==> src/rtl/ott_pkg.sv <==
// Shared constants, types and functions of the object track table.
`default_nettype none
package ott_pkg;
  localparam int MAX_OBJECTS    = 32;
  localparam int SLOT_W         = 5;
  localparam int NUM_CLASSES    = 15;
  localparam int CLS_W          = 4;
  localparam int COORD_BITS     = 16;
  localparam int COUNT_W        = 16;
  localparam int IDENT_W        = 32;
  localparam int DIST_W         = 16;
  localparam int EVIDENCE_COUNT = 10;
  localparam int SMOOTH_MUL     = 3277;
  localparam int TALLY_AW       = SLOT_W + CLS_W;
  localparam int TALLY_DEPTH    = 1 << TALLY_AW;
  localparam int SCAN_W         = 6;
  localparam int SCAN_END       = MAX_OBJECTS + 2;

  localparam logic [1:0] REQ_OBSERVE = 2'd0;
  localparam logic [1:0] REQ_REMOVE  = 2'd1;
  localparam logic [1:0] REQ_CLEAR   = 2'd2;
  localparam logic [1:0] REQ_READ    = 2'd3;

  localparam logic [3:0] ST_MERGED   = 4'd0;
  localparam logic [3:0] ST_CREATED  = 4'd1;
  localparam logic [3:0] ST_FULL     = 4'd2;
  localparam logic [3:0] ST_BAD_CLS  = 4'd3;
  localparam logic [3:0] ST_REMOVED  = 4'd4;
  localparam logic [3:0] ST_NOTFOUND = 4'd5;
  localparam logic [3:0] ST_CLEARED  = 4'd6;
  localparam logic [3:0] ST_READ     = 4'd7;
  localparam logic [3:0] ST_EMPTY    = 4'd8;

  typedef struct packed {
    logic              load;
    logic              scan_v;
    logic [SLOT_W-1:0] scan_idx;
    logic              clr_we;
    logic [CLS_W-1:0]  clr_cls;
    logic              commit;
    logic [3:0]        op;
  } cmd_t;

  typedef struct packed {
    logic found;
    logic free_found;
    logic rm_found;
    logic read_valid;
    logic out_free;
  } stat_t;

  function automatic logic [2:0] group_of(input logic [CLS_W-1:0] c);
    logic [2:0] g;
    case (c)
      4'd0, 4'd1:        g = 3'd1;
      4'd2, 4'd3, 4'd4:  g = 3'd2;
      4'd5, 4'd6:        g = 3'd3;
      4'd7, 4'd8, 4'd9:  g = 3'd4;
      4'd10, 4'd11:      g = 3'd5;
      4'd12, 4'd13:      g = 3'd6;
      default:           g = 3'd0;
    endcase
    return g;
  endfunction
endpackage
`default_nettype wire

==> src/rtl/ott_ctrl.sv <==
// Request sequencer: scan, tally read, tally clear and commit steps.
`default_nettype none
module ott_ctrl (
  input  wire logic                        clk,
  input  wire logic                        rst,
  input  wire logic                        in_valid,
  output logic                             in_stall,
  input  wire logic [1:0]                  req_type,
  input  wire logic [ott_pkg::CLS_W-1:0]   class_in,
  input  wire ott_pkg::stat_t              stat,
  output ott_pkg::cmd_t                    cmd
);
  localparam logic [2:0] S_IDLE   = 3'd0;
  localparam logic [2:0] S_SCAN   = 3'd1;
  localparam logic [2:0] S_MRD    = 3'd2;
  localparam logic [2:0] S_CLR    = 3'd3;
  localparam logic [2:0] S_COMMIT = 3'd4;

  logic [2:0]                   state, state_next;
  logic [ott_pkg::SCAN_W-1:0]   cnt, cnt_next;
  logic [1:0]                   req_q;
  logic                         bad_q;
  logic                         accept;
  logic                         bad_in;
  logic [3:0]                   op;

  assign in_stall = (state != S_IDLE);
  assign accept   = in_valid && !in_stall;
  assign bad_in   = (class_in >= 4'(ott_pkg::NUM_CLASSES));

  always_comb begin
    case (req_q)
      ott_pkg::REQ_OBSERVE: begin
        if (bad_q) op = ott_pkg::ST_BAD_CLS;
        else if (stat.found) op = ott_pkg::ST_MERGED;
        else if (stat.free_found) op = ott_pkg::ST_CREATED;
        else op = ott_pkg::ST_FULL;
      end
      ott_pkg::REQ_REMOVE: op = stat.rm_found ? ott_pkg::ST_REMOVED : ott_pkg::ST_NOTFOUND;
      ott_pkg::REQ_CLEAR:  op = ott_pkg::ST_CLEARED;
      default:             op = stat.read_valid ? ott_pkg::ST_READ : ott_pkg::ST_EMPTY;
    endcase
  end

  always_comb begin
    state_next   = state;
    cnt_next     = cnt;
    cmd          = '0;
    cmd.op       = op;
    cmd.scan_idx = cnt[ott_pkg::SLOT_W-1:0];
    cmd.clr_cls  = cnt[ott_pkg::CLS_W-1:0];
    case (state)
      S_IDLE: begin
        cmd.load = accept;
        cnt_next = '0;
        if (accept) begin
          if ((req_type == ott_pkg::REQ_OBSERVE && !bad_in) ||
              req_type == ott_pkg::REQ_REMOVE) begin
            state_next = S_SCAN;
          end else begin
            state_next = S_COMMIT;
          end
        end
      end
      S_SCAN: begin
        cmd.scan_v = (cnt < 6'(ott_pkg::MAX_OBJECTS));
        cnt_next   = cnt + 6'd1;
        if (cnt == 6'(ott_pkg::SCAN_END)) begin
          cnt_next = '0;
          if (req_q == ott_pkg::REQ_REMOVE) state_next = S_COMMIT;
          else if (stat.found) state_next = S_MRD;
          else if (stat.free_found) state_next = S_CLR;
          else state_next = S_COMMIT;
        end
      end
      S_MRD: begin
        state_next = S_COMMIT;
      end
      S_CLR: begin
        cmd.clr_we = 1'b1;
        cnt_next   = cnt + 6'd1;
        if (cnt == 6'(ott_pkg::NUM_CLASSES - 1)) begin
          state_next = S_COMMIT;
        end
      end
      S_COMMIT: begin
        cmd.commit = stat.out_free;
        if (stat.out_free) state_next = S_IDLE;
      end
      default: state_next = S_IDLE;
    endcase
  end

  always_ff @(posedge clk) begin
    if (rst) begin
      state <= S_IDLE;
      cnt   <= '0;
      req_q <= ott_pkg::REQ_OBSERVE;
      bad_q <= 1'b0;
    end else begin
      state <= state_next;
      cnt   <= cnt_next;
      if (accept) begin
        req_q <= req_type;
        bad_q <= bad_in;
      end
    end
  end

`ifndef SYNTHESIS
  a_commit_state: assert property (@(posedge clk) disable iff (rst)
    cmd.commit |-> state == S_COMMIT && stat.out_free)
    else $error("commit outside commit state");
  a_scan_bound: assert property (@(posedge clk) disable iff (rst)
    state == S_SCAN |-> cnt <= 6'(ott_pkg::SCAN_END))
    else $error("scan counter overrun");
  a_clr_slot: assert property (@(posedge clk) disable iff (rst)
    cmd.clr_we |-> stat.free_found && !stat.found)
    else $error("tally clear without free slot");
`endif
endmodule
`default_nettype wire

==> config.mk <==
export PLATFORM = sky130hd
export DESIGN_NAME = ott_ctrl
export DESIGN_NICKNAME = d
export VERILOG_FILES = /design/src/rtl/ott_pkg.sv /design/src/rtl/ott_ctrl.sv
export SDC_FILE = /design/constraint.sdc
export NUM_CORES = 1
export LEC_CHECK = 0
export ABC_AREA = 1
export CORE_MARGIN = 5
export CORE_UTILIZATION = 25
export DETAILED_ROUTE_END_ITERATION = 10
export DONT_BUFFER_PORTS = 1
export GPL_TIMING_DRIVEN = 0
export PLACE_DENSITY = 0.37
export SYNTH_ARGS = -nofsm -noshare
export SYNTH_HDL_FRONTEND = slang
export SYNTH_SLANG_ARGS = --single-unit
==> constraint.sdc <==
create_clock -name clk -period 2.01 [get_ports clk]
set_clock_uncertainty 0.1 [all_clocks]
set_input_delay 0.201 -clock clk [delete_from_list [all_inputs] [get_ports clk]]
set_output_delay 0.201 -clock clk [all_outputs]
set_load 0.01 [all_outputs]
==> results by group, run 1 <==
Status
  – Status: finished clean

Global route
  – GRT overflow: 0
  – Gr usage total: 8.759%
  – Initial antenna violation count: 0
  – First-pass GRT wire length: 3.470 mm
  – Vias in the first global route: 839
  – Largest net degree at the start of global routing: 8

Critical path
  – Top Family by Delay on Critical Path: flip-flops
  – Reg2Reg Depth: 9
  – Max stage delay on crit path: 0.32 ns
  – Crit Path Max Fanout: 5
  – Worst EP arrival: 1.31 ns
  – Worst EP required: 1.71 ns
  – Crit-path cells: inv_1, ha_1, inv_1, nor2_1, nor2_1, a21oi_1
  – Worst r2r src: cnt[0]
  – R2R Setup Slk: 0.52 ns
  – WS Path Type: reg2out
  – Crit end category: primary output
  – Worst setup SP type: register
  – Worst r2r dst: cnt[5]
  – Critical path's slowest cell: dfxtp_1
  – Worst Path Buf+Inv: 2

Floorplan
  – Io pins: 32
  – Initial Util: 26.39%
  – Die W: 69.82 um
  – Num rows: 21
  – Die height: 69.82 um
  – Core area: 3390 um2
  – Total die area: 4875 um2

Placed design
  – GPL Wtd Cong: 0.7689
  – Placed cell areas: 952.2 um2
  – Port Buf Inserts: 0
  – Post-DP HPWL: 1.753 mm

Worst hold path
  – Hold path start: rst
  – Hold worst-path end: cnt[1]
  – Worst hold-check path type: in2reg
  – Cell count of the worst hold path: 3

Layout
  – Area growth syn-to-layout: 10.07%
  – Fraction of layout cells with a size suffix above 1: 17.73%
  – Nets@finish: 162
  – Sequential Area: 240.2 um2
  – Multi-input gate area: 493.0 um2
  – Post-route cell area: 984.7 um2
  – Fill count: 394
  – Antenna Cells: 0

Detailed routing
  – WL final: 2.053 mm
  – DRT antenna net count: 0
  – Drt drc: 0
  – Initial DRT Pass Iterations: 4
  – Vias per std cell: 4.289
  – DR iter-0 viols: 9
  – Wire length per cell: 10.98 um
  – Vias: 802

Pwr
  – P_leak: 0.0004676 uW
  – IR drop worst, VDD: 0.2681 mV
  – Power per cell area: 942.6 nW/um2

Timing
  – Setup TNS: 0 ns
  – Actual slew at the worst max-slew pin: 0.5048 ns
  – Period minus WS final: 1.611 ns
  – Hold Fails Final Rpt: 0
  – Fmax: 0.6207 GHz
  – Final Max Tran Viols: 0
  – Final setup violating endpoints: 0
  – Relative slew slack: 66.03%
  – RSZ-0062 raised after global routing: false
  – Final worst-path cycle share: 80.15%

Synthesis
  – Mapped Nets: 156
  – YS warnings: 0
  – Synthesized cell area: 894.6 um2
  – Post-synthesis register bit count: 12
  – Count of different cell masters after synthesis: 22
  – Mapped Cells: 137
  – Syn_area_per_cell: 6.530 um2
  – Sequential area share after synthesis: 26.85%

Clocking
  – CTS root buffer: clkbuf_4
  – Clock latency on the worst-skew pair: 0.28 ns
  – Clock Tree Buf Depth: 2
  – Hold-fix buffers, CTS: 1
  – CTS buffer count: 3
  – CTS tree: built
  – Post_cts resized: 0
  – CTS H-tree depth: 1
  – Clock sink total: 12
  – Postcts setup bufs: 0
  – Clk slew on worst S/H paths: 0.07 ns

Flow run
  – Max-Cap Viols: 0
-- worst min-delay path: stages --
cell and delay (ns):
inv_1 0.06, nand2_1 0.08, inv_1 0.03
-- state kept, by name, indices dropped and copies added (netlist names) --
signal,cells
req_q,2
bad_q,1
state,3
cnt,6
-- per-layer routing --
| layer | up-vias | GRT usage (%) | part of all wire, % |
|---|---|---|---|
| li1 | 430 | - | - |
| met1 | 345 | 9.013 | 43 |
| met2 | 23 | 16.16 | 48 |
| met3 | 4 | 3.043 | 8.0 |
| met4 | 0 | 3.191 | 1.3 |
| met5 | - | 0 | 0 |
-- cells in the final DEF, fill, tap and decap left out, types with 2 or more instances in the layout --
cell      count
nand4_1       4
nand2_2       3
dfxtp_1      12
buf_4        10
inv_1        20
ha_1          5
nand3_1       6
xor2_1        2
o21ai_0       4
o211ai_1      2
nor2_1       24
nor2_2        3
clkbuf_4      3
inv_2         3
a21oi_1       7
nand2_1      25
-- how the worst max path moves through the flow --
stage,startpoint,to,slack [ns],depth (start not counted)
2_1_floorplan,cnt[0],cnt[5],0.69,9
3_3_place_gp,cnt[0],cnt[5],0.53,9
3_5_place_dp,cnt[0],cnt[5],0.52,9
4_1_cts,req_q[1],cmd[0],0.36,6
5_1_grt,req_q[1],cmd[0],0.25,6
6_report,req_q[1],cmd[0],0.40,6
-- synthesized netlist by cell type (all sizes together) --
cell,n,area [um2]
dfxtp,12,240.2
nand3,7,40.04
o211ai,2,15.01
xnor2,1,8.760
nand4,4,25.02
inv,23,86.33
xor2,2,17.52
nand2,28,112.6
nor3b,1,12.51
nor2,27,108.9
ha,5,62.56
buf,10,75.07
o21bai,1,7.510
a21oi,8,51.30
nor4,1,6.260
o21ai,5,25.02
-- final cells by class --
| class | instances | area share [%] |
|---|---|---|
| Multi-Input combinational cell | 92 | 50.06 |
| Sequential cell | 12 | 24.40 |
| Inverter | 23 | 8.767 |
| Buffer | 10 | 7.624 |
| Tap cell | 46 | 5.845 |
| Clock buffer | 3 | 2.287 |
| Timing Repair Buffer | 1 | 1.017 |
-- power by group --
part | internal (uW) | switching (uW) | leakage, uW | total [uW]
combinational | 154 | 298 | 0.000356 | 452
sequential | 276 | 45.9 | 0.0000977 | 322
clock | 69.4 | 84.8 | 0.0000138 | 154
total | 499 | 429 | 0.000468 | 928
-- per-stage QoR --
step           hold slack (ns)  cells  util, %  setup slack [ns]  total power, uW
3_5_place_dp            0.1734    183    28.09            0.5239            792.6
5_1_grt                0.04119    187    29.05            0.2534             1025
4_1_cts                0.02328    187    29.05            0.3584            956.5
2_1_floorplan           0.1701    137        -            0.6949            695.6
3_3_place_gp            0.1723    183    28.09            0.5349            790.1
6_report               0.03402    187    29.05            0.3990            928.2
-- kinds of logic (layout without fill, tap and decap cells) --
group	after synthesis	after routing	share of synthesized area [%]
simple gates	68	68	34.13
buf+inv	33	37	18.04
compound gates	16	16	11.05
flops	12	12	26.85
fa+ha+maj	5	5	6.993
xor+xnor	3	3	2.938
No activity file was read; power rests on OpenSTA's default activity.
==> run 2, diff against run 1 <==
clock period = 1.65 ns   (was 2.01 ns; I/O delays follow)
==> run 2 against run 1 <==
Net effect:
- sequential share of layout area down 0.74 points
- critical path type unchanged
- cell area is 3.7% higher
- cell count up 1.1%
- non-clock buffer count rose by 2
- setup slack worse by 0.29 ns
- worst hold slack lost 0.023 ns
- global-route usage did not move
- clock power rose by 22%
- count of clock-buffer cells in the layout unchanged
- combinational power rose by 26%
==> results by group, run 2 (synthesized netlist as in run 1, its figures left out) <==
Layout
  – Largest register FFs: 6
  – Top reg by flops: cnt
  – Area growth syn-to-layout: 14.13%
  – Multi-input gate area: 508.0 um2
  – Fraction of layout cells with a size suffix above 1: 20.98%
  – Most frequent cells in the layout: nand2_1, nor2_1, inv_1
  – Nets@finish: 164
  – Sequential Area: 241.5 um2
  – Biggest regs: cnt: 6 flops, state: 3 flops, req_q: 2 flops
  – Antenna Cells: 0
  – Fill count: 386
  – Most common cell after layout, fill and taps aside: nand2_1
  – Fin cells: 189

Global route
  – GRT overflow: 0
  – Initial antenna violation count: 0
  – Vias in the first global route: 831
  – Gr usage total: 8.759%
  – First-pass GRT wire length: 3.456 mm
  – Largest net degree at the start of global routing: 8

Critical path
  – Worst EP required: 1.38 ns
  – Worst EP arrival: 1.27 ns
  – WS Path Type: reg2out
  – Crit path from: req_q[0]
  – Worst r2r src: cnt[1]
  – Crit end category: primary output
  – Crit Path Max Fanout: 4
  – Worst setup SP type: register

Timing
  – Setup TNS: 0 ns
  – Final Max Tran Viols: 0
  – Final worst-path cycle share: 93.31%
  – Period minus WS final: 1.540 ns
  – Fmax: 0.6495 GHz
  – Final setup margin: 0.1104 ns
  – Final setup violating endpoints: 0
  – RSZ-0062 raised after global routing: false
  – Hold Fails Final Rpt: 0
  – Actual slew at the worst max-slew pin: 0.3537 ns
  – Relative slew slack: 76.22%

Detailed routing
  – WL final: 2.074 mm
  – Drt drc: 0
  – DRT antenna net count: 0
  – Vias: 812
  – Vias per std cell: 4.296
  – Initial DRT Pass Iterations: 4
  – DR iter-0 viols: 11
  – Wire length per cell: 10.97 um

Clocking
  – Clock sink total: 12
  – CTS buffer count: 3
  – CTS H-tree depth: 1
  – CTS root buffer: clkbuf_4
  – CTS tree: built
  – Clock Tree Buf Depth: 2
  – Clk slew on worst S/H paths: 0.08 ns
  – Clock latency on the worst-skew pair: 0.28 ns

Worst hold path
  – Worst hold-check path type: in2reg
  – Hold path start: class_in[0]

Floorplan
  – Initial Util: 26.39%
  – Die height: 69.82 um
  – Core area: 3390 um2
  – Io pins: 32
  – Num rows: 21
  – Die W: 69.82 um
  – Total die area: 4875 um2

Placed design
  – Post-DP HPWL: 1.753 mm
  – Place WS: 0.1639 ns
  – GPL Wtd Cong: 0.7689
  – Placed cells: 183
  – Port Buf Inserts: 0

Pwr
  – Power per cell area: 1132 nW/um2
  – P_leak: 0.0004798 uW
  – IR drop worst, VDD: 0.3284 mV

Flow run
  – Max-Cap Viols: 0

Status
  – Status: finished clean
-- run 2: cell types whose count changed in the layout (fill, tap and decap cells not counted) --
cell | previous run | this run
nor4_1 | 1 | 0
dfxtp_1 | 12 | 11
nor4_2 | 0 | 1
a21oi_1 | 7 | 6
a21oi_2 | 0 | 1
dfxtp_2 | 0 | 1
nand3_1 | 6 | 5
nand3_2 | 1 | 2
inv_2 | 3 | 4
inv_1 | 20 | 19
dlygate4sd3_1 | 1 | 3
-- run 2: cell type report --
| type | count | area share, % |
|---|---|---|
| multi-input combinational | 92 | 49.75 |
| sequential | 12 | 23.65 |
| inverter | 23 | 8.456 |
| buffer | 10 | 7.353 |
| tap | 46 | 5.637 |
| timing repair buffer | 3 | 2.941 |
| clock buffer | 3 | 2.206 |
-- run 2: metal layers --
| layer | vias up | global-route usage [%] | wire (um) |
|---|---|---|---|
| met5 | - | 0 | 0 |
| met2 | 24 | 16.16 | 1004 |
| met4 | 0 | 3.191 | 28 |
| met3 | 4 | 3.478 | 198 |
| met1 | 350 | 8.755 | 842 |
| li1 | 434 | - | - |
-- run 2: worst paths after layout --
path	cells past startpoint	end	slack, ns
setup / recovery	4	cmd[0]	0.11
setup reg to reg	10	cnt[1]	0.20
hold / removal	4	bad_q	0.01
hold reg to reg	2	bad_q	0.40
-- run 2: worst max-delay path, stage by stage (launching register included) --
cell and delay [ns]:
dfxtp_1 0.38, ha_1 0.21, inv_1 0.06, nor2_1 0.26
a21oi_2 0.09
-- run 2: where the power goes --
part,internal [uW],switching [uW]
clock network,84.5,104
logic,197,373
registers,339,59.2
total,620,536
-- run 2: timing repair --
action,CTS,global route
gates resized for setup,0,5
hold buffers,3,0
hold endpoints to repair,7,0
buffers inserted,0,0
setup endpoints to repair,0,3
-- run 2: stage by stage --
step                total power [uW]  cell area [um2]  utilization [%]  hold slack, ns
floorplan                      847.4            894.6                -          0.1341
finish                          1156             1021            30.12         0.01134
global placement               962.5            952.2            28.09          0.1363
detailed placement             965.6            952.2            28.09          0.1374
global route                    1274             1021            30.12         0.03870
CTS                             1169             1005            29.64        0.008235
